==> config.mk <==
export PLATFORM = sky130hd
export DESIGN_NAME = ambient_light_level_classifier_unit
export DESIGN_NICKNAME = d
export VERILOG_FILES = /design/src/hdl/als_pkg.sv /design/src/hdl/als_cell.sv /design/src/hdl/als_accum.sv /design/src/hdl/ambient_light_level_classifier_unit.sv
export SDC_FILE = /design/constraint.sdc
export NUM_CORES = 1
export LEC_CHECK = 0
export BUFFER_PORTS_ARGS = -buffer_cell sky130_fd_sc_hd__buf_4
export CAP_MARGIN = 15
export CORE_AREA = 8 8 153 155
export CTS_CLUSTER_DIAMETER = 50
export CTS_CLUSTER_SIZE = 8
export DETAILED_ROUTE_END_ITERATION = 8
export DIE_AREA = 0 0 161 163
export MAX_ROUTING_LAYER = met4
export SYNTH_ARGS = -nofsm -noshare
export SYNTH_HDL_FRONTEND = slang
export SYNTH_SLANG_ARGS = --single-unit
==> constraint.sdc <==
create_clock -name clk_i -period 4.9 [get_ports clk_i]
set_clock_uncertainty 0.1 [all_clocks]
set_input_delay 0.735 -clock clk_i [delete_from_list [all_inputs] [get_ports clk_i]]
set_output_delay 0.735 -clock clk_i [all_outputs]
set_load 0.02 [all_outputs]
==> src/hdl/als_pkg.sv <==
package als_pkg;

  // Sample store geometry
  localparam int unsigned SAMPLE_COUNT = 6;
  localparam int unsigned SAMPLE_BITS  = 12;

  // Port field widths
  localparam int unsigned ADC_W   = 12;
  localparam int unsigned BL_W    = 8;
  localparam int unsigned AVG_W   = 12;
  localparam int unsigned LEVEL_W = 3;
  localparam int unsigned LUX_W   = 14;
  localparam int unsigned WIDE_W  = 16;

  // Scan counter and accumulator widths
  localparam int unsigned CNT_W = $clog2(SAMPLE_COUNT);
  localparam int unsigned SUM_W = SAMPLE_BITS + $clog2(SAMPLE_COUNT);

  // Reciprocal multiply for the trimmed-mean divide, exact for any SUM_W-bit value
  localparam int unsigned DIVISOR   = SAMPLE_COUNT - 2;
  localparam int unsigned DIV_SHIFT = SUM_W + $clog2(DIVISOR);
  localparam int unsigned MULT_W    = DIV_SHIFT + 1;
  localparam longint unsigned DIV_MULT =
    ((64'd1 << DIV_SHIFT) + DIVISOR - 1) / DIVISOR;
  localparam int unsigned PROD_W    = SUM_W + MULT_W;

  typedef logic [SAMPLE_BITS-1:0] sample_t;
  typedef logic [LEVEL_W-1:0]     level_t;

  // Levels
  localparam level_t LVL_INIT = 3'd0;
  localparam level_t LVL_1    = 3'd1;
  localparam level_t LVL_2    = 3'd2;
  localparam level_t LVL_3    = 3'd3;
  localparam level_t LVL_4    = 3'd4;
  localparam level_t LVL_5    = 3'd5;

  // Quantizer thresholds
  localparam logic [WIDE_W-1:0] TH_5   = 16'd2100;
  localparam logic [WIDE_W-1:0] TH_45  = 16'd1900;
  localparam logic [WIDE_W-1:0] TH_4   = 16'd1800;
  localparam logic [WIDE_W-1:0] TH_34  = 16'd1200;
  localparam logic [WIDE_W-1:0] TH_3   = 16'd800;
  localparam logic [WIDE_W-1:0] TH_23  = 16'd600;
  localparam logic [WIDE_W-1:0] TH_2   = 16'd400;
  localparam logic [WIDE_W-1:0] TH_12  = 16'd250;

  // Lux per level
  localparam logic [LUX_W-1:0] LUX_L5   = 14'd15000;
  localparam logic [LUX_W-1:0] LUX_L4   = 14'd9000;
  localparam logic [LUX_W-1:0] LUX_L3   = 14'd5000;
  localparam logic [LUX_W-1:0] LUX_L2   = 14'd1000;
  localparam logic [LUX_W-1:0] LUX_L1   = 14'd6;
  localparam logic [LUX_W-1:0] LUX_INIT = 14'd5000;

  // Cell control: fill loads the sample, shift takes the neighbour's value
  typedef struct packed {
    logic fill;
    logic shift;
  } cell_ctrl_t;

  // Accumulator control: start restarts on the current value, step adds it
  typedef struct packed {
    logic start;
    logic step;
  } acc_ctrl_t;

  // Hysteresis quantizer; b is the band remembered from the last item
  function automatic level_t quantize(logic [WIDE_W-1:0] m, level_t b);
    level_t lvl;
    if (m >= TH_5) begin
      lvl = LVL_5;
    end else if (m >= TH_45) begin
      lvl = (b == LVL_5) ? LVL_5 : LVL_4;
    end else if (m >= TH_4) begin
      lvl = LVL_4;
    end else if (m >= TH_34) begin
      lvl = (b >= LVL_4) ? LVL_4 : LVL_3;
    end else if (m >= TH_3) begin
      lvl = LVL_3;
    end else if (m >= TH_23) begin
      lvl = (b >= LVL_3) ? LVL_3 : LVL_2;
    end else if (m >= TH_2) begin
      lvl = LVL_2;
    end else if (m >= TH_12) begin
      lvl = (b >= LVL_2) ? LVL_2 : LVL_1;
    end else begin
      lvl = LVL_1;
    end
    return lvl;
  endfunction

  function automatic logic [LUX_W-1:0] level_lux(level_t lvl);
    logic [LUX_W-1:0] lux;
    case (lvl)
      LVL_5:   lux = LUX_L5;
      LVL_4:   lux = LUX_L4;
      LVL_3:   lux = LUX_L3;
      LVL_2:   lux = LUX_L2;
      LVL_1:   lux = LUX_L1;
      default: lux = LUX_INIT;
    endcase
    return lux;
  endfunction

endpackage

==> src/hdl/als_cell.sv <==
module als_cell (
  input  logic                clk_i,
  input  als_pkg::cell_ctrl_t ctrl_i,
  input  als_pkg::sample_t    sample_i,
  input  als_pkg::sample_t    prev_i,
  output als_pkg::sample_t    value_o
);
  import als_pkg::*;

  sample_t value_q, value_d;

  // Load the new sample on fill, take the neighbour's value on shift, else hold
  always_comb begin
    value_d = value_q;
    if (ctrl_i.fill) begin
      value_d = sample_i;
    end else if (ctrl_i.shift) begin
      value_d = prev_i;
    end
  end

  always_ff @(posedge clk_i) begin
    value_q <= value_d;
  end

  assign value_o = value_q;

endmodule

==> src/hdl/als_accum.sv <==
module als_accum (
  input  logic                    clk_i,
  input  als_pkg::acc_ctrl_t      ctrl_i,
  input  als_pkg::sample_t        value_i,
  output logic [als_pkg::SUM_W-1:0] sum_o,
  output als_pkg::sample_t        hi_o,
  output als_pkg::sample_t        lo_o
);
  import als_pkg::*;

  logic [SUM_W-1:0] sum_q, sum_d;
  sample_t          hi_q, hi_d, lo_q, lo_d;

  // Restart on the first value of a scan, then add and track the extremes
  always_comb begin
    sum_d = sum_q;
    hi_d  = hi_q;
    lo_d  = lo_q;
    if (ctrl_i.start) begin
      sum_d = SUM_W'(value_i);
      hi_d  = value_i;
      lo_d  = value_i;
    end else if (ctrl_i.step) begin
      sum_d = sum_q + SUM_W'(value_i);
      if (value_i > hi_q) hi_d = value_i;
      if (value_i < lo_q) lo_d = value_i;
    end
  end

  always_ff @(posedge clk_i) begin
    sum_q <= sum_d;
    hi_q  <= hi_d;
    lo_q  <= lo_d;
  end

  assign sum_o = sum_q;
  assign hi_o  = hi_q;
  assign lo_o  = lo_q;

endmodule

==> src/hdl/ambient_light_level_classifier_unit.sv <==
// Channel | Handshake                  | Payload
// input   | in_valid_i / in_stall_o    | adc_sample_i, backlight_now_i
// result  | out_valid_o / out_stall_i  | average_o, computed_level_o,
//         |                            | reported_level_o, lux_o
// config  | cfg_we_i                   | cfg_wdata_i (hold_level)
//
// Each item is handled in order: store the sample, take one rotation step
// per cell while the ring turns past the accumulator, then trim, reciprocal
// multiply and quantize.
// Reset clears control, band (to two), reported level (to init) and hold.
// A stalled result holds in the output register; the next item is taken
// meanwhile and waits in the quantize step until the register frees.
module ambient_light_level_classifier_unit (
  input  logic                             clk_i,
  input  logic                             rst_ni,
  input  logic                             cfg_we_i,
  input  logic                             cfg_wdata_i,
  input  logic                             in_valid_i,
  output logic                             in_stall_o,
  input  logic [als_pkg::ADC_W-1:0]        adc_sample_i,
  input  logic [als_pkg::BL_W-1:0]         backlight_now_i,
  output logic                             out_valid_o,
  input  logic                             out_stall_i,
  output logic [als_pkg::AVG_W-1:0]        average_o,
  output logic [als_pkg::LEVEL_W-1:0]      computed_level_o,
  output logic [als_pkg::LEVEL_W-1:0]      reported_level_o,
  output logic [als_pkg::LUX_W-1:0]        lux_o
);
  import als_pkg::*;

  typedef enum logic [4:0] {
    ST_IDLE = 5'b00001,
    ST_SCAN = 5'b00010,
    ST_TRIM = 5'b00100,
    ST_DIV  = 5'b01000,
    ST_QNT  = 5'b10000
  } state_e;

  state_e           state_q, state_d;
  logic [CNT_W-1:0] cnt_q, cnt_d;
  logic             hold_q;
  level_t           band_q, band_d;
  level_t           held_q, held_d;
  logic [BL_W-1:0]  bl_q;
  logic [SUM_W-1:0] trim_q;
  sample_t          avg_q;

  logic             out_valid_q, out_valid_d;
  logic [AVG_W-1:0] average_q;
  level_t           comp_q, rep_q;
  logic [LUX_W-1:0] lux_q;

  logic             in_xfer, out_free, emit;
  logic [WIDE_W-1:0] adc_wide, avg_wide;
  sample_t          sample;
  sample_t          cell_q [SAMPLE_COUNT];
  sample_t          head;
  cell_ctrl_t       cell_ctrl;
  acc_ctrl_t        acc_ctrl;
  logic [SUM_W-1:0] acc_sum;
  sample_t          acc_hi, acc_lo;
  logic [PROD_W-1:0] product;
  level_t           lvl;

  assign in_xfer  = in_valid_i && !in_stall_o;
  assign out_free = !out_valid_q || !out_stall_i;
  assign emit     = (state_q == ST_QNT) && out_free;

  // Drop sample bits above the stored width
  assign adc_wide = WIDE_W'(adc_sample_i);
  assign sample   = adc_wide[SAMPLE_BITS-1:0];

  // Fill every cell while init, otherwise push the sample in and rotate
  assign cell_ctrl.fill  = in_xfer && (held_q == LVL_INIT);
  assign cell_ctrl.shift = (in_xfer && (held_q != LVL_INIT)) || (state_q == ST_SCAN);
  assign head            = (state_q == ST_SCAN) ? cell_q[SAMPLE_COUNT-1] : sample;

  for (genvar i = 0; i < SAMPLE_COUNT; i++) begin : g_cell
    if (i == 0) begin : g_head
      als_cell u_cell (
        .clk_i    (clk_i),
        .ctrl_i   (cell_ctrl),
        .sample_i (sample),
        .prev_i   (head),
        .value_o  (cell_q[i])
      );
    end else begin : g_body
      als_cell u_cell (
        .clk_i    (clk_i),
        .ctrl_i   (cell_ctrl),
        .sample_i (sample),
        .prev_i   (cell_q[i-1]),
        .value_o  (cell_q[i])
      );
    end
  end

  // Accumulate the tail cell as the ring rotates once around
  assign acc_ctrl.start = (state_q == ST_SCAN) && (cnt_q == '0);
  assign acc_ctrl.step  = (state_q == ST_SCAN);

  als_accum u_accum (
    .clk_i   (clk_i),
    .ctrl_i  (acc_ctrl),
    .value_i (cell_q[SAMPLE_COUNT-1]),
    .sum_o   (acc_sum),
    .hi_o    (acc_hi),
    .lo_o    (acc_lo)
  );

  // Divide by the trimmed count through the reciprocal
  assign product  = PROD_W'(trim_q) * PROD_W'(MULT_W'(DIV_MULT));
  assign avg_wide = WIDE_W'(avg_q);
  assign lvl      = quantize(avg_wide, band_q);

  // Sequence one item
  always_comb begin
    state_d = state_q;
    cnt_d   = cnt_q;
    case (state_q)
      ST_IDLE: begin
        cnt_d = '0;
        if (in_xfer) state_d = ST_SCAN;
      end
      ST_SCAN: begin
        cnt_d = cnt_q + 1'b1;
        if (cnt_q == CNT_W'(SAMPLE_COUNT - 1)) state_d = ST_TRIM;
      end
      ST_TRIM: state_d = ST_DIV;
      ST_DIV:  state_d = ST_QNT;
      ST_QNT: begin
        if (out_free) state_d = ST_IDLE;
      end
      default: state_d = ST_IDLE;
    endcase
  end

  // Advance band on issuing a result, and the reported level unless hold is set or backlight <= 5
  always_comb begin
    band_d = band_q;
    held_d = held_q;
    if (emit) begin
      band_d = lvl;
      if ((bl_q > BL_W'(5)) && !hold_q) held_d = lvl;
    end
  end

  assign out_valid_d = emit || (out_valid_q && out_stall_i);

  always_ff @(posedge clk_i or negedge rst_ni) begin
    if (!rst_ni) begin
      state_q     <= ST_IDLE;
      cnt_q       <= '0;
      hold_q      <= 1'b0;
      band_q      <= LVL_2;
      held_q      <= LVL_INIT;
      out_valid_q <= 1'b0;
    end else begin
      state_q     <= state_d;
      cnt_q       <= cnt_d;
      band_q      <= band_d;
      held_q      <= held_d;
      out_valid_q <= out_valid_d;
      if (cfg_we_i) hold_q <= cfg_wdata_i;
    end
  end

  // Datapath registers
  always_ff @(posedge clk_i) begin
    if (in_xfer) bl_q <= backlight_now_i;
    if (state_q == ST_TRIM) trim_q <= acc_sum - SUM_W'(acc_hi) - SUM_W'(acc_lo);
    if (state_q == ST_DIV) avg_q <= product[DIV_SHIFT +: SAMPLE_BITS];
    if (emit) begin
      average_q <= avg_wide[AVG_W-1:0];
      comp_q    <= lvl;
      rep_q     <= held_d;
      lux_q     <= level_lux(held_d);
    end
  end

  assign in_stall_o       = (state_q != ST_IDLE);
  assign out_valid_o      = out_valid_q;
  assign average_o        = average_q;
  assign computed_level_o = comp_q;
  assign reported_level_o = rep_q;
  assign lux_o            = lux_q;

endmodule
Word-level counts from Yosys, hierarchy flattened

Index checks and enable logic that the tools add are counted.

Output and inout bits: 34
Register bits: 193
Logic and storage cells: 122

Multiplexer cells: 41
Equal/unequal tests: 15
Add/sub/neg operators: 4
$lt $le $gt $ge: 14
Reductions and logical operators: 25

Operators with widths:

| operator                                               | count |
|---|---|
| two-way mux 12 bit                                     | 21 |
| case mux 14 bit (4 select lines)                       | 1 |
| >= comparator 12 x 11 -> 1 bit (second input constant) | 3 |
| subtractor 14 x 12 -> 14 bit                           | 2 |
| case mux 5 bit (5 select lines)                        | 1 |
| >= comparator 12 x 10 -> 1 bit (second input constant) | 2 |
| two-way mux 3 bit                                      | 7 |
| adder 15 x 12 -> 15 bit                                | 1 |
| two-way mux 5 bit                                      | 3 |
| equality test 3 bit (second input constant)            | 4 |
| >= comparator 12 bit (second input constant)           | 1 |
| >= comparator 12 x 8 -> 1 bit (second input constant)  | 1 |
| >= comparator 12 x 9 -> 1 bit (second input constant)  | 1 |
| > comparator 12 bit                                    | 1 |
| less-than comparator 12 bit                            | 1 |
| two-way mux 2 bit                                      | 5 |
| nonzero test 2 bit                                     | 5 |
| > comparator 8 x 3 -> 1 bit (second input constant)    | 1 |
| logical AND 1 bit                                      | 7 |
| >= comparator 3 x 2 -> 1 bit (second input constant)   | 2 |
| zero test 3 bit                                        | 2 |
| case mux 3 bit (2 select lines)                        | 1 |
| equality test 5 x 1 -> 1 bit (second input constant)   | 1 |
| equality test 5 x 2 -> 1 bit (second input constant)   | 1 |
| 16 further kinds                                       | 24 |

Logic depth before layout (Yosys ltp)

Depth after elaboration: 14
Mapped depth: 9
Depth with buffers taken out: 9

Modules after synthesis

A second synthesis with hierarchy kept.

Cells, all modules: 702
Area total of the unflattened synthesis: 9598.0 um2

By module, submodules not included:

| module                              | cells an instance | area an instance (um2) | times used | sequential area each (um2) |
|---|---|---|---|---|
| ambient_light_level_classifier_unit | 323               | 3847.4                 | 1          | 2144.6 |
| als_cell                            | 26                | 546.8                  | 6          | 360.3 |
| als_accum                           | 223               | 2469.9                 | 1          | 1141.1 |

Worst setup path before layout

No wires, ideal clock.

Path type: reg-to-reg
Start: reg state_q[0]
End: reg g_cell[0].g_head.u_cell.value_q[0] (enable)
Period minus slack after synthesis: 3.152 ns
Setup slack: 1.748 ns
Arrival time: 2.307 ns
Cell stages (with the launch flop): 5
Data required time: 4.054 ns
Cells stage by stage: dfstp_2 > nor2_1 > nand3_1 > clkbuf_1 > nand2_1

Cells in the longest elaborated chain, start to end: 6

Ends and longest elaborated chain:

| what                                  | RTL line                                   | source |
|---|---|---|
| start, declared                       | ambient_light_level_classifier_unit.sv:39  | `state_e state_q, state_d;` |
| start signal, assigned                | ambient_light_level_classifier_unit.sv:159 | `state_q <= state_d;` |
| != test 5 x 1 -> 1 bit                | ambient_light_level_classifier_unit.sv:181 | `assign in_stall_o = (state_q != ST_IDLE);` |
| zero test 1 bit                       | ambient_light_level_classifier_unit.sv:65  | `assign in_xfer = in_valid_i && !in_stall_o;` |
| logical AND 1 bit                     | ambient_light_level_classifier_unit.sv:65  |  |
| logical AND 1 bit                     | ambient_light_level_classifier_unit.sv:75  | `assign cell_ctrl.shift = (in_xfer && (held_q != LVL_INIT)) \|\| (state_q == ST_SCAN);` |
| logical OR 1 bit                      | ambient_light_level_classifier_unit.sv:75  |  |
| nonzero test 2 bit (no source line) * | -                                          |  |
| end signal, assigned                  | als_cell.sv:23                             | `value_q <= value_d;` |
| end, declared                         | als_cell.sv:10                             | `sample_t value_q, value_d;` |

Every way passes the cells marked *; elsewhere a longest branch is shown, timed or not.
A chain may end at the register's enable or synchronous reset.

Worst setup path in the final report

Start: reg u_accum.sum_q[6], in the netlist u_accum.sum_o[6]
End: reg trim_q[12], data pin

Cells in the longest elaborated chain, start to end: 2

Ends and longest elaborated chain:

| what                                      | RTL line                                   | source |
|---|---|---|
| start, declared                           | als_accum.sv:11                            | `logic [SUM_W-1:0] sum_q, sum_d;` |
| start signal, assigned                    | als_accum.sv:31                            | `sum_q <= sum_d;` |
| subtractor 14 x 12 -> 14 bit (2 in a row) | ambient_light_level_classifier_unit.sv:171 | `if (state_q == ST_TRIM) trim_q <= acc_sum - SUM_W'(acc_hi) - SUM_W'(acc_lo);` |
| end signal, assigned                      | ambient_light_level_classifier_unit.sv:171 |  |
| end, declared                             | ambient_light_level_classifier_unit.sv:45  | `logic [SUM_W-1:0] trim_q;` |

Every way passes these cells.

==> run summary <==
Worst EP arrival: 3290 ps
Cell Area, Synth: 0.00885 mm^2
Total core area: 0.0208 mm^2
Final Cycle Share: 65.4%
GRT overflow: 0
Avg Inst Size Synth: 13.1 um^2
CTS tree: done
Total number of vias: 5,306
Least-Margin Pin Slew: 1040 ps
Synth Area in Compound Gates: 14.0%
Max-slew violation count: 0
Min-Delay Path Class: primary input to async pin
CTS Buf Count: 17
I/O pin cnt: 60
Min Tclk post-route: 3210 ps
MaxCap Viol Count: 0
Pin count of the biggest net entering global routing: 73
Worst Setup End Kind: register
CTS Hold Bufs: 0
Area grow syn2layout: 14.9%
Crit path required time: 4990 ps
Die area: 0.0262 mm^2
Core Util, Final: 48.9%
Antenna diode count: 0
Root Driver: clkbuf_16
Simple logic cell fraction of the synthesized area: 8.82%
DRT Wirelength: 16,000 um
Crit-path max FO: 5
Max stage delay cell, worst path: fa_1
RSZ-0062 raised after global routing: false
IO Port Bufs: 56
Synth Warn #: 0
Cell Rows: 53
Post-synthesis mux area share: 0.763%
Vias in the first global route: 5,544
Clock Sinks: 184
Post-DR vias/cell: 5.19
Flop and latch count out of synthesis: 184
WS Path Type: register to register
Status: completed
Startpoint class of the critical path: register
Critical-path cell list: fa_1, ha_1, a2111oi_0, o21ai_0, a41oi_1, a21oi_1, nor2_1, xnor2_1
Design area: 0.0102 mm^2
Adder-cell share of the synthesized area: 9.92%
Post-synthesis xor/xnor area fraction: 2.08%
Tot GR Track Use: 12.9%
Starting DRC count in detailed routing: 314
Fillers: 1,875
Clock buffer depth: 2
FF-to-FF path depth: 8
Pwr per Cell Area: 633 mW/mm^2
Commonest non-fill, non-tap cell in the layout: edfxtp_1
Mapped Cells: 677
Placed cell area: 0.00956 mm^2
Die width: 161 um
Peak VDD IR: 0.300 mV
Placer Congestion: 0.879
Synth Flop Type: edfxtp_1
Drt drc: 0
Setup Buffers After CTS: 0
Seq/Total Area, Yosys: 61.3%
Layout cells sized above 1: 15.5%
# setup viols final: 0
Max Fclk: 312 MHz
Number of flops mapped to enable cells by yosys: 166
Largest family of logic cells by synthesized area: compound AO/OA/AOI/OAI gates
Final TNS setup: 0 ps
Starting density of the core: 42.5%
Die height: 163 um
Commonest cells after routing, fill and taps aside: 166 x edfxtp_1, 73 x a21o_1, 62 x buf_4, 58 x nand2_1, 51 x ha_1
Final Total Pwr: 6.44 mW
Nets@finish: 824
Leak Pwr: 4.30 nW
Synth async-reset ratio: 8.70%
Setup WS post-layout: 1690 ps
DR pass1 iterations: 4
Clk_lat worst skew: 430 ps
Max incr delay on CP: 510 ps
Count of cell types in the netlist: 64
Relative slew slack: 30.4%
Final Hold Viols: 0
Initial antenna violation count: 1
First-pass GRT wire length: 26,800 um
Reg clk slew, reported paths: 70 ps
DRT antenna net count: 0
Post-CTS resize count: 0
DP Wirelength: 11,600 um
DR WL/cell: 15.6 um
Pre-CTS worst setup slack: 1680 ps
H-tree levels: 4
[stage by stage]
step	std cells	hold WS, ps
2_1_floorplan	678	300
3_3_place_gp	991	304
3_5_place_dp	991	305
4_1_cts	1023	49.6
5_1_grt	1023	53.7
6_report	1023	62.2
[flip-flops by register name, summed over array words and instances (netlist names), 9 cells and up]
| register | count |
|---|---|
| g_cell.g_body.u_cell.value_o | 60 |
| trim_q | 12 |
| g_cell.g_head.u_cell.value_o | 12 |
| avg_q | 12 |
| u_accum.hi_o | 12 |
| u_accum.lo_o | 12 |
| u_accum.sum_o | 14 |
| average_o | 12 |
| lux_o | 9 |
[routing by layer]
metal	global-route usage [%]	part of all wire, %	wire length (um)
met4	5.01	1.2	191
met5	-	0	0
met2	21.1	48	7680
met3	2.91	4.0	646
met1	15.5	47	7440
[report_power, final]
group | internal (mW) | leakage (nW) | total, mW | switching (mW)
Combinational | 1.06 | 2.21 | 2.39 | 1.33
Sequential | 2.44 | 1.79 | 2.67 | 0.232
Clock | 0.734 | 0.296 | 1.38 | 0.642
Total | 4.23 | 4.30 | 6.44 | 2.20
[worst paths after layout]
path / start / end / slack [ps]
worst max register to register: u_accum.sum_o[6] / trim_q[12] / 1690
min in group clk_i: trim_q[3] / avg_q[1] / 320
max in group asynchronous: rst_ni / band_q[1] / 4380
worst min-delay path: rst_ni / hold_q / 60
worst max-delay path: u_accum.sum_o[6] / trim_q[12] / 1690
worst min register to register: trim_q[3] / avg_q[1] / 320
[critical path: cells and delay by family (launching register included)]
| family | cells | cell delay [ps] |
|---|---|---|
| AOI/OAI and AO/OA | 4 | 1320 |
| adders and majority gates | 2 | 880 |
| DFF | 1 | 450 |
| and+or+nand+nor | 1 | 150 |
| xor gates and xnor gates | 1 | 70 |
[final cells by class]
cell class	instances	area, um^2	area share, %
multi-input combinational	428	3170	31.2
tap	275	344	3.38
clock inverter	15	183	1.80
inverter	42	158	1.55
timing repair buffer	62	465	4.58
sequential	184	5430	53.4
clock buffer	17	425	4.18
[kinds of logic (layout without fill, tap and decap cells)]
kind of cell	Yosys count	count (layout)
adders and majority gates	63	63
muxes	5	5
xor gates and xnor gates	21	21
and+or+nand+nor	157	157
DFF	184	184
buffers and inverters	66	136
AOI/OAI and AO/OA	180	180
other	1	2
[Yosys cell counts, types with 4 or more instances]
cell        n  share of area, %
dfrtp_1    14               4.0
inv_1      41               1.7
nor4_1      4              0.28
clkbuf_1   16              0.68
nand3_1     7              0.40
and2_1     16               1.1
edfxtp_1  166                56
mux2_2      4              0.51
buf_4       5              0.42
nand2_1    59               2.5
xnor2_1    14               1.4
a211o_1     4              0.40
nor2_1     30               1.3
a211oi_1    4              0.34
ha_1       51               7.2
fa_1       12               2.7
xor2_1      7              0.69
o21ai_0    28               1.6
nand4_1     4              0.28
nor3_1      9              0.51
a21oi_1    28               1.6
o21a_1     13               1.1
a21o_1     73               6.2
o211ai_1    6              0.51
nor2b_1     4              0.28
Note: power is estimated with default switching activity, not from simulation.
